`src/sv/cr_pkg.sv`:
```
package cr_pkg;

  // Coordinate width of the center fields; the radius is one bit narrower.
  localparam int COORD_BITS = 12;
  localparam int RAD_W      = COORD_BITS - 1;
  // Emitted pixel coordinates, two's complement.
  localparam int PT_W       = COORD_BITS + 2;
  // Signed decision value of the midpoint walk.
  localparam int DEC_W      = COORD_BITS + 2;

  // Eight symmetric pixels per step.
  localparam int PTS_PER_STEP = 8;
  localparam int IDX_W        = $clog2(PTS_PER_STEP);

  // Step queue between the front and the back.
  localparam int Q_DEPTH = 2;
  localparam int Q_AW    = (Q_DEPTH > 1) ? $clog2(Q_DEPTH) : 1;
  localparam int Q_CW    = $clog2(Q_DEPTH + 1);

  // Request codes.
  localparam logic REQ_START = 1'b0;
  localparam logic REQ_STEP  = 1'b1;

  // One step of the walk: center and the offsets before the update.
  typedef struct packed {
    logic [COORD_BITS-1:0]        cx;
    logic [COORD_BITS-1:0]        cy;
    logic signed [COORD_BITS-1:0] x;
    logic signed [COORD_BITS-1:0] y;
    logic                         done;
  } step_rec_t;

endpackage

```
`src/sv/cr_front.sv`:
```
module cr_front
  import cr_pkg::*;
(
  input  logic                  clk,
  input  logic                  rst_n,
  input  logic                  push,
  output logic                  full,
  input  logic                  in_req_type,
  input  logic [COORD_BITS-1:0] in_center_x,
  input  logic [COORD_BITS-1:0] in_center_y,
  input  logic [RAD_W-1:0]      in_radius,
  output logic                  q_wr,
  output step_rec_t             q_wdata,
  input  logic                  q_full
);

  logic                         active_r, active_nxt;
  logic [COORD_BITS-1:0]        cx_r, cx_nxt;
  logic [COORD_BITS-1:0]        cy_r, cy_nxt;
  logic signed [COORD_BITS-1:0] x_r, x_nxt;
  logic signed [COORD_BITS-1:0] y_r, y_nxt;
  logic [DEC_W-1:0]             dec_r, dec_nxt;

  logic                         accept;
  logic                         dec_neg;
  logic [DEC_W-1:0]             x_ext;
  logic [DEC_W-1:0]             y_ext;
  logic [DEC_W-1:0]             dec_step;
  logic signed [COORD_BITS-1:0] x_step;
  logic signed [COORD_BITS-1:0] y_step;
  logic                         step_done;

  // A beat is taken whenever the step queue has room.
  assign full   = q_full;
  assign accept = push && !q_full;

  // Midpoint update of the decision value and the offsets.
  assign dec_neg   = dec_r[DEC_W-1];
  assign x_ext     = {{(DEC_W-COORD_BITS){x_r[COORD_BITS-1]}}, x_r};
  assign y_ext     = {{(DEC_W-COORD_BITS){y_r[COORD_BITS-1]}}, y_r};
  assign dec_step  = dec_neg ? (dec_r + (x_ext << 2) + DEC_W'(6))
                             : (dec_r + ((x_ext - y_ext) << 2) + DEC_W'(10));
  assign x_step    = x_r + COORD_BITS'(1);
  assign y_step    = dec_neg ? y_r : (y_r - COORD_BITS'(1));
  assign step_done = (x_step > y_step);

  // Hand a step to the back part while a circle is in progress.
  assign q_wr         = accept && (in_req_type == REQ_STEP) && active_r;
  assign q_wdata.cx   = cx_r;
  assign q_wdata.cy   = cy_r;
  assign q_wdata.x    = x_r;
  assign q_wdata.y    = y_r;
  assign q_wdata.done = step_done;

  // Next walk state.
  always_comb begin
    active_nxt = active_r;
    cx_nxt     = cx_r;
    cy_nxt     = cy_r;
    x_nxt      = x_r;
    y_nxt      = y_r;
    dec_nxt    = dec_r;
    if (accept && (in_req_type == REQ_START)) begin
      active_nxt = 1'b1;
      cx_nxt     = in_center_x;
      cy_nxt     = in_center_y;
      x_nxt      = '0;
      y_nxt      = {1'b0, in_radius};
      dec_nxt    = DEC_W'(3) - {2'b00, in_radius, 1'b0};
    end else if (q_wr) begin
      active_nxt = !step_done;
      x_nxt      = x_step;
      y_nxt      = y_step;
      dec_nxt    = dec_step;
    end
  end

  // Walk state registers; only the active flag needs a reset.
  always_ff @(posedge clk) begin
    if (!rst_n) begin
      active_r <= 1'b0;
    end else begin
      active_r <= active_nxt;
    end
    cx_r  <= cx_nxt;
    cy_r  <= cy_nxt;
    x_r   <= x_nxt;
    y_r   <= y_nxt;
    dec_r <= dec_nxt;
  end

endmodule

```
`src/sv/cr_step_fifo.sv`:
```
module cr_step_fifo
  import cr_pkg::*;
(
  input  logic      clk,
  input  logic      rst_n,
  input  logic      wr,
  input  step_rec_t wdata,
  output logic      q_full,
  output logic      q_valid,
  output step_rec_t rdata,
  input  logic      rd
);

  step_rec_t       mem_r [Q_DEPTH];
  logic [Q_AW-1:0] wr_ptr_r, wr_ptr_nxt;
  logic [Q_AW-1:0] rd_ptr_r, rd_ptr_nxt;
  logic [Q_CW-1:0] count_r, count_nxt;
  logic            do_wr;
  logic            do_rd;

  assign q_full  = (count_r == Q_CW'(Q_DEPTH));
  assign q_valid = (count_r != '0);
  assign rdata   = mem_r[rd_ptr_r];
  assign do_wr   = wr && !q_full;
  assign do_rd   = rd && q_valid;

  // Pointer and fill count update.
  always_comb begin
    wr_ptr_nxt = wr_ptr_r;
    rd_ptr_nxt = rd_ptr_r;
    count_nxt  = count_r;
    if (do_wr) begin
      wr_ptr_nxt = (wr_ptr_r == Q_AW'(Q_DEPTH - 1)) ? '0 : (wr_ptr_r + Q_AW'(1));
    end
    if (do_rd) begin
      rd_ptr_nxt = (rd_ptr_r == Q_AW'(Q_DEPTH - 1)) ? '0 : (rd_ptr_r + Q_AW'(1));
    end
    if (do_wr && !do_rd) begin
      count_nxt = count_r + Q_CW'(1);
    end else if (do_rd && !do_wr) begin
      count_nxt = count_r - Q_CW'(1);
    end
  end

  always_ff @(posedge clk) begin
    if (!rst_n) begin
      wr_ptr_r <= '0;
      rd_ptr_r <= '0;
      count_r  <= '0;
    end else begin
      wr_ptr_r <= wr_ptr_nxt;
      rd_ptr_r <= rd_ptr_nxt;
      count_r  <= count_nxt;
    end
  end

  // Entry storage.
  always_ff @(posedge clk) begin
    if (do_wr) begin
      mem_r[wr_ptr_r] <= wdata;
    end
  end

endmodule

```
`src/sv/cr_back.sv`:
```
module cr_back
  import cr_pkg::*;
(
  input  logic                 clk,
  input  logic                 rst_n,
  input  logic                 q_valid,
  input  step_rec_t            q_rdata,
  output logic                 q_rd,
  output logic                 empty,
  input  logic                 pop,
  output logic signed [PT_W-1:0] out_point_x,
  output logic signed [PT_W-1:0] out_point_y,
  output logic                 out_last_of_step,
  output logic                 out_circle_done
);

  logic [IDX_W-1:0] idx_r, idx_nxt;
  logic             out_valid_r, out_valid_nxt;
  logic [PT_W-1:0]  px_r;
  logic [PT_W-1:0]  py_r;
  logic             last_r;
  logic             done_r;

  logic             load;
  logic             is_last;
  logic [COORD_BITS-1:0] dx;
  logic [COORD_BITS-1:0] dy;
  logic [PT_W-1:0]  dx_ext;
  logic [PT_W-1:0]  dy_ext;
  logic [PT_W-1:0]  px_nxt;
  logic [PT_W-1:0]  py_nxt;

  // The output register takes a new pixel when it is free or being popped.
  assign load    = q_valid && (!out_valid_r || pop);
  assign is_last = (idx_r == IDX_W'(PTS_PER_STEP - 1));
  assign q_rd    = load && is_last;

  // Octant selection: the high index bit swaps the offsets, the two low
  // bits negate the column and the row term.
  assign dx     = idx_r[2] ? q_rdata.y : q_rdata.x;
  assign dy     = idx_r[2] ? q_rdata.x : q_rdata.y;
  assign dx_ext = {{(PT_W-COORD_BITS){dx[COORD_BITS-1]}}, dx};
  assign dy_ext = {{(PT_W-COORD_BITS){dy[COORD_BITS-1]}}, dy};
  assign px_nxt = {{(PT_W-COORD_BITS){1'b0}}, q_rdata.cx}
                  + (idx_r[1] ? (-dx_ext) : dx_ext);
  assign py_nxt = {{(PT_W-COORD_BITS){1'b0}}, q_rdata.cy}
                  + (idx_r[0] ? (-dy_ext) : dy_ext);

  // Pixel index and output valid.
  always_comb begin
    idx_nxt       = idx_r;
    out_valid_nxt = out_valid_r;
    if (load) begin
      idx_nxt       = is_last ? '0 : (idx_r + IDX_W'(1));
      out_valid_nxt = 1'b1;
    end else if (pop) begin
      out_valid_nxt = 1'b0;
    end
  end

  always_ff @(posedge clk) begin
    if (!rst_n) begin
      idx_r       <= '0;
      out_valid_r <= 1'b0;
    end else begin
      idx_r       <= idx_nxt;
      out_valid_r <= out_valid_nxt;
    end
  end

  // Output payload register.
  always_ff @(posedge clk) begin
    if (load) begin
      px_r   <= px_nxt;
      py_r   <= py_nxt;
      last_r <= is_last;
      done_r <= is_last && q_rdata.done;
    end
  end

  assign empty            = !out_valid_r;
  assign out_point_x      = px_r;
  assign out_point_y      = py_r;
  assign out_last_of_step = last_r;
  assign out_circle_done  = done_r;

endmodule

```
`src/sv/circle_rasterizer.sv`:
```
// Midpoint circle generator: a start beat loads center and radius, each step beat
// yields eight symmetric pixels. A beat is taken while the step queue has room;
// a step passes through the step queue and then the output register, one pixel
// at a time. The output register delivers one pixel per cycle while it is popped
// and the step queue holds a step, so a step yields eight pixels on the result side.
// Synchronous active-low reset leaves the block idle with the step queue and the output register empty.
module circle_rasterizer
  import cr_pkg::*;
(
  input  logic                   clk,
  input  logic                   rst_n,
  input  logic                   push,
  output logic                   full,
  input  logic                   in_req_type,
  input  logic [COORD_BITS-1:0]  in_center_x,
  input  logic [COORD_BITS-1:0]  in_center_y,
  input  logic [RAD_W-1:0]       in_radius,
  output logic                   empty,
  input  logic                   pop,
  output logic signed [PT_W-1:0] out_point_x,
  output logic signed [PT_W-1:0] out_point_y,
  output logic                   out_last_of_step,
  output logic                   out_circle_done
);

  logic      q_wr;
  logic      q_full;
  logic      q_valid;
  logic      q_rd;
  step_rec_t q_wdata;
  step_rec_t q_rdata;

  // Front: request decode and the midpoint walk.
  cr_front u_front (
    .clk         (clk),
    .rst_n       (rst_n),
    .push        (push),
    .full        (full),
    .in_req_type (in_req_type),
    .in_center_x (in_center_x),
    .in_center_y (in_center_y),
    .in_radius   (in_radius),
    .q_wr        (q_wr),
    .q_wdata     (q_wdata),
    .q_full      (q_full)
  );

  // Queue of pending steps.
  cr_step_fifo u_fifo (
    .clk     (clk),
    .rst_n   (rst_n),
    .wr      (q_wr),
    .wdata   (q_wdata),
    .q_full  (q_full),
    .q_valid (q_valid),
    .rdata   (q_rdata),
    .rd      (q_rd)
  );

  // Back: pixel expansion and output register.
  cr_back u_back (
    .clk              (clk),
    .rst_n            (rst_n),
    .q_valid          (q_valid),
    .q_rdata          (q_rdata),
    .q_rd             (q_rd),
    .empty            (empty),
    .pop              (pop),
    .out_point_x      (out_point_x),
    .out_point_y      (out_point_y),
    .out_last_of_step (out_last_of_step),
    .out_circle_done  (out_circle_done)
  );

endmodule

```
`config.mk`:
```
export PLATFORM = sky130hd
export DESIGN_NAME = circle_rasterizer
export DESIGN_NICKNAME = d
export VERILOG_FILES = /design/src/sv/cr_pkg.sv /design/src/sv/cr_front.sv /design/src/sv/cr_step_fifo.sv /design/src/sv/cr_back.sv /design/src/sv/circle_rasterizer.sv
export SDC_FILE = /design/constraint.sdc
export NUM_CORES = 1
export LEC_CHECK = 0
export BUFFER_PORTS_ARGS = -buffer_cell sky130_fd_sc_hd__buf_2
export CORE_MARGIN = 3
export CORE_UTILIZATION = 68
export CTS_BUF_LIST = sky130_fd_sc_hd__clkbuf_8
export DETAILED_ROUTE_END_ITERATION = 6
export PLACE_DENSITY = 0.91
export SYNTH_ARGS = -nofsm -noshare
export SYNTH_HDL_FRONTEND = slang
export SYNTH_SLANG_ARGS = --single-unit
export TNS_END_PERCENT = 20
```
`constraint.sdc`:
```
create_clock -name clk -period 6.6 [get_ports clk]
set_input_delay 1.32 -clock clk [delete_from_list [all_inputs] [get_ports clk]]
set_output_delay 1.32 -clock clk [all_outputs]
set_load 0.05 [all_outputs]
```
Word level (Yosys, flattened, before mapping)
Memory sizes are Yosys's and may differ from the RTL's. A register that Yosys moved wholly into a read port is not among the register bits. Index checks and enable logic that the tools add are counted.

Bits in registers: 101. Word-level logic and storage cells: 82. Memories kept: 1. Bits of input ports: 40. ROM bits: 0. Memory bits (writable): 98. Latch bits: 0.

Memories: u_fifo.mem_r (words 2, bits a word 49, rd ports 1, clocked after Yosys merged registers in 1, wr ports 1, RTL line cr_step_fifo.sv:14) `step_rec_t mem_r [Q_DEPTH];`.

Bitwise logic cells: 1. $mul: 0. Divide/modulo/power cells: 0. Equal/unequal tests: 2. Add/subtract/negate cells: 17. Order comparisons: 1. Shift-type cells: 0. Multiplexer cells: 23. Reductions and logical operators: 21.

Operator list (number): 2-to-1 mux 14 bit (5); 2-to-1 mux 12 bit (3); adder 12 x 14 -> 14 bit (2); adder 14 bit (2); negator 14 bit (2); 2-to-1 mux 11 bit (2); adder 14 x 3 -> 14 bit, second input constant (1); adder 14 x 4 -> 14 bit, second input constant (1); subtractor 2 x 12 -> 13 bit, first input constant (1); adder 12 x 2 -> 12 bit, second input constant (1); greater-than comparator 12 bit (1); subtractor 12 bit (1); subtractor 12 x 2 -> 12 bit, second input constant (1); logical AND 1 bit (11); 2-to-1 mux 1 bit (10); nonzero test 2 bit (4); logical NOT 1 bit (5); 2-to-1 mux 2 bit (2); adder 3 x 1 -> 3 bit, second input constant (1); equality test 3 bit, second input constant (1); 2-to-1 mux 3 bit (1); adder 1 bit, second input constant (2); adder 2 x 1 -> 2 bit, second input constant (1); equality test 2 bit, second input constant (1); other kinds (3) (3).

Logic depth before layout (Yosys ltp)
Depth in word-level cells: 10. Mapped depth: 19.

Modules after synthesis
A second synthesis with hierarchy kept.

Cell total of the unflattened synthesis: 1032. Area, all modules: 11917.7 um2.

Modules (own cells, without submodules): cr_front (times used 1, cells each 517, area an instance 4904.7 um2, sequential area each 1721.7 um2); cr_step_fifo (times used 1, cells each 177, area an instance 3764.9 um2, sequential area each 3042.9 um2); cr_back (times used 1, cells each 338, area an instance 3248.1 um2, sequential area each 980.9 um2).

Least setup slack after synthesis
OpenSTA, ideal clock, no wires.

Kind: input to register. Start: input port push. End: memory u_fifo.mem_r[0][0] (netlist name), enable pin. Stages on the path: 6. Path slack: 2.198 ns. Required time: 6.143 ns. Library setup time: 0.457 ns. Arrival: 3.944 ns. Cell sequence: nand2b_1 -> or2_2 -> inv_1 -> nor2_1 -> nand2_1 -> nor2_1.

Word-level cells in the longest chain between the ends: 6.

Ends and longest elaborated chain: start, declared (RTL line circle_rasterizer.sv:12) `input logic push,`; logical AND 1 bit (RTL line cr_front.sv:35) `assign accept = push && !q_full;`; logical AND 1 bit (2 in series) (RTL line cr_front.sv:48) `assign q_wr = accept && (in_req_type == REQ_STEP) && active_r;`; logical AND 1 bit (RTL line cr_step_fifo.sv:24) `assign do_wr = wr && !q_full;`; 2-to-1 mux 1 bit (RTL line cr_step_fifo.sv:59) `if (do_wr) begin`; 2-to-1 mux 1 bit (not written as such) (RTL line cr_step_fifo.sv:60) `mem_r[wr_ptr_r] <= wdata;`; end, declared (RTL line cr_step_fifo.sv:14).

Every way passes these cells.

==> results.json <==
{
  "status": "finished, final reports clean",
  "synth_warnings": 0,
  "synth_nets": 1117,
  "p_leak_uw": 0.00482,
  "cts_tree": "done",
  "netlist_area_um2": 11700,
  "cts.sinks": 199,
  "dr.pass1.iters": 5,
  "area_delta_synth_final_pct": 8.30,
  "tns_ns": 0,
  "grt_usage_pct": 28.2,
  "dieArea_um2": 18700,
  "max_freq_mhz": 207,
  "hold_path_class": "flop to flop",
  "slew_headroom_pct": 27.2,
  "min_period_ns": 4.83,
  "clock_path_buffers": 2,
  "post-route-period-util_pct": 73.2,
  "die-height_um": 137,
  "place_area_um2": 12200,
  "core.rowCount": 47,
  "via_per_inst": 6.35,
  "synth.distinct_cells": 67,
  "drive_gt1_share_pct": 16.7,
  "critPathCaptureType": "flop",
  "antenna_found_initial": 0,
  "worst_pin_slew_ns": 1.09,
  "place_congestion": 0.969,
  "worstSetupStartpointType": "flop",
  "start_util_pct": 69.8,
  "cts_root_buf": "clkbuf_8",
  "drt-initial-drc-count": 820,
  "irDropWorstVdd_mv": 0.189,
  "ctsResizeCount": 0,
  "syn_avg_cell_area_um2": 12.0,
  "grt_max_degree": 46,
  "drv_cap": 0,
  "wl_um": 25300,
  "p_per_area_nw_per_um2": 238,
  "synthCells": 973,
  "ant_nets": 0,
  "core-area_um2": 16700,
  "grt_pass1_vias": 8139,
  "worst_ep_required_time_ns": 6.84,
  "vias": 8136,
  "postCtsSetupBuffers": 0,
  "dp_hpwl_um": 17800,
  "worst_clock_skew_ns": 0.0144,
  "cts_buffers": 17,
  "grt_pass1_wl_um": 40600,
  "ys_ff_latch": 199,
  "io_pins": 72,
  "layout.nets": 1192,
  "cp.arrival_ns": 5.07,
  "async_reset_ff_share_pct": 0,
  "clock_latency_ns": 0.48,
  "diodes": 0,
  "hold_viol": 0,
  "path_clk_slew_ns": 0.11,
  "rsz0062_at_grt": "no",
  "die_w_um": 137,
  "synth_edf_count": 176,
  "drc": 0,
  "worstSetupPathType": "flop to flop",
  "ys_seq_area_share_pct": 49.3,
  "cts_hold_buf": 0,
  "fin_area_um2": 12600,
  "wire_per_inst_um": 19.7,
  "place.port_buffers": 71,
  "setup_viol": 0,
  "gr-total-overflow": 0,
  "final_max_slew_viol_count": 0,
  "cp_max_fo": 38,
  "ys.flop_type": "edfxtp_1",
  "htreeDepth": 4
}
## worst paths after layout
check,slack (ns),start,endpoint,depth (start not counted)
max reg2reg,1.77,flop,u_back.out_point_y[13],14
max,1.77,flop,u_back.out_point_y[13],14
min,0.45,u_front.cy_r[1],u_fifo.mem_r[0][26],0
min reg2reg,0.45,u_front.cy_r[1],u_fifo.mem_r[0][26],0
## layout by cell type (no fill, tap or decap), types with 12 or more instances in the layout
cell and n:
dfxtp_1 22, xnor2_1 61, mux4_2 13, a21oi_1 50, inv_1 52, nand2_1 46
mux2i_1 24, nor2b_1 23, buf_2 71, o21ai_0 61, ha_1 99, o21a_1 12
xor2_1 37, a21o_1 17, mux2_2 39, nor2_1 55, edfxtp_1 176, clkbuf_8 17
nor3_1 12, nand3_1 15
## synth_stat cells, drive strengths merged, types with 2 or more instances
| master | number | share of area, % |
|---|---|---|
| edfxtp | 176 | 45 |
| ha | 99 | 11 |
| o21ai | 63 | 2.7 |
| xnor2 | 61 | 4.6 |
| nor2 | 57 | 1.8 |
| inv | 52 | 1.7 |
| a21oi | 51 | 2.2 |
| nand2 | 46 | 1.5 |
| mux2 | 39 | 3.8 |
| xor2 | 37 | 2.8 |
| mux2i | 26 | 2.4 |
| dfxtp | 23 | 4.0 |
| nor2b | 23 | 1.2 |
| a21o | 17 | 1.1 |
| nand3 | 15 | 0.64 |
| clkbuf | 14 | 0.45 |
| mux4 | 13 | 2.5 |
| nor3 | 13 | 0.60 |
| o21a | 12 | 0.77 |
| a211oi | 10 | 0.64 |
| nand2b | 10 | 0.60 |
| a21boi | 9 | 0.58 |
| buf | 8 | 0.50 |
| nor4 | 8 | 0.43 |
| o21bai | 8 | 0.52 |
| a31oi | 7 | 0.38 |
| and2 | 7 | 0.38 |
| o31ai | 7 | 0.45 |
| and3 | 6 | 0.32 |
| nand4 | 6 | 0.32 |
| or2 | 6 | 0.32 |
| fa | 5 | 0.86 |
| o211ai | 4 | 0.26 |
| or3 | 4 | 0.26 |
| nand4b | 3 | 0.23 |
| nor4b | 3 | 0.28 |
| o311a | 3 | 0.26 |
| a41oi | 2 | 0.15 |
| o31a | 2 | 0.15 |
## per-layer routing
layer / routed length [um] / vias to the layer above / track usage [%]
met1: 9730 / 3902 / 33.9
met2: 13000 / 377 / 49.8
met4: 805 / 0 / 11.9
met5: 0 / - / 0
li1: - / 3782 / -
met3: 1720 / 75 / 5.18
## through the flow
stage,hold WS (ns),total power [uW],setup slack (ns),instances,util (%)
6_report,0.450,3000,1.77,1281,75.6
5_1_grt,0.462,3150,1.38,1281,75.6
4_1_cts,0.450,3000,1.81,1281,75.6
3_5_place_dp,0.434,2270,1.93,1249,73.3
3_3_place_gp,0.429,2230,2.10,1249,73.3
2_1_floorplan,0.421,2090,2.20,973,-
## area by class of cell
class / instances / area (um2)
repair buffers: 78 / 408
clock buffers: 17 / 234
clock inverters: 15 / 140
flip-flops and latches: 199 / 5750
inverters: 52 / 195
well taps: 220 / 275
multi-input cells: 700 / 5620
fillers: 1046 / 4080
## report_power, final
part	switching, uW	total, uW	internal (uW)
Clock	468	744	277
Combinational	452	763	310
Sequential	46.5	1500	1450
## sequential cells by signal, indices dropped and copies added (netlist names), named ones only
| register | flops |
|---|---|
| u_back.out_point_y | 14 |
| u_back.idx_r | 3 |
| u_front.y_r | 12 |
| u_fifo.rd_ptr_r | 1 |
| u_fifo.wr_ptr_r | 1 |
| u_back.out_point_x | 14 |
| u_front.cx_r | 12 |
| u_front.cy_r | 12 |
| u_front.active_r | 1 |
| u_front.x_r | 12 |
| u_back.out_circle_done | 1 |
| u_back.out_last_of_step | 1 |
| u_fifo.count_r | 2 |
| u_front.dec_r | 13 |
| u_back.out_valid_r | 1 |
| u_fifo.mem_r | 98 |
## cell families after synthesis
kind of cell | after synthesis | share of synthesized area [%]
buffers and inverters | 74 | 2.63
adder cells (fa/ha/maj) | 104 | 11.5
flip-flops | 199 | 49.3
AO/OA/AOI/OAI | 208 | 11.2
multiplexers | 78 | 8.73
AND/OR/NAND/NOR | 212 | 9.30
XOR/XNOR | 98 | 7.37
## worst max-delay path: stages, from the launching register on
cell and delay (ns):
dfxtp_2 1.05, mux2_2 0.47, mux2i_1 0.35, ha_1 0.27
nand3_1 0.17, o41ai_1 0.45, xnor2_1 0.18, ha_1 0.32
a31oi_1 0.21, a21oi_1 0.10, nor2_1 0.19, o21ai_0 0.15
nand2_1 0.11, mux2_2 0.35, a21o_1 0.20
No activity file was read; power rests on OpenSTA's default activity.
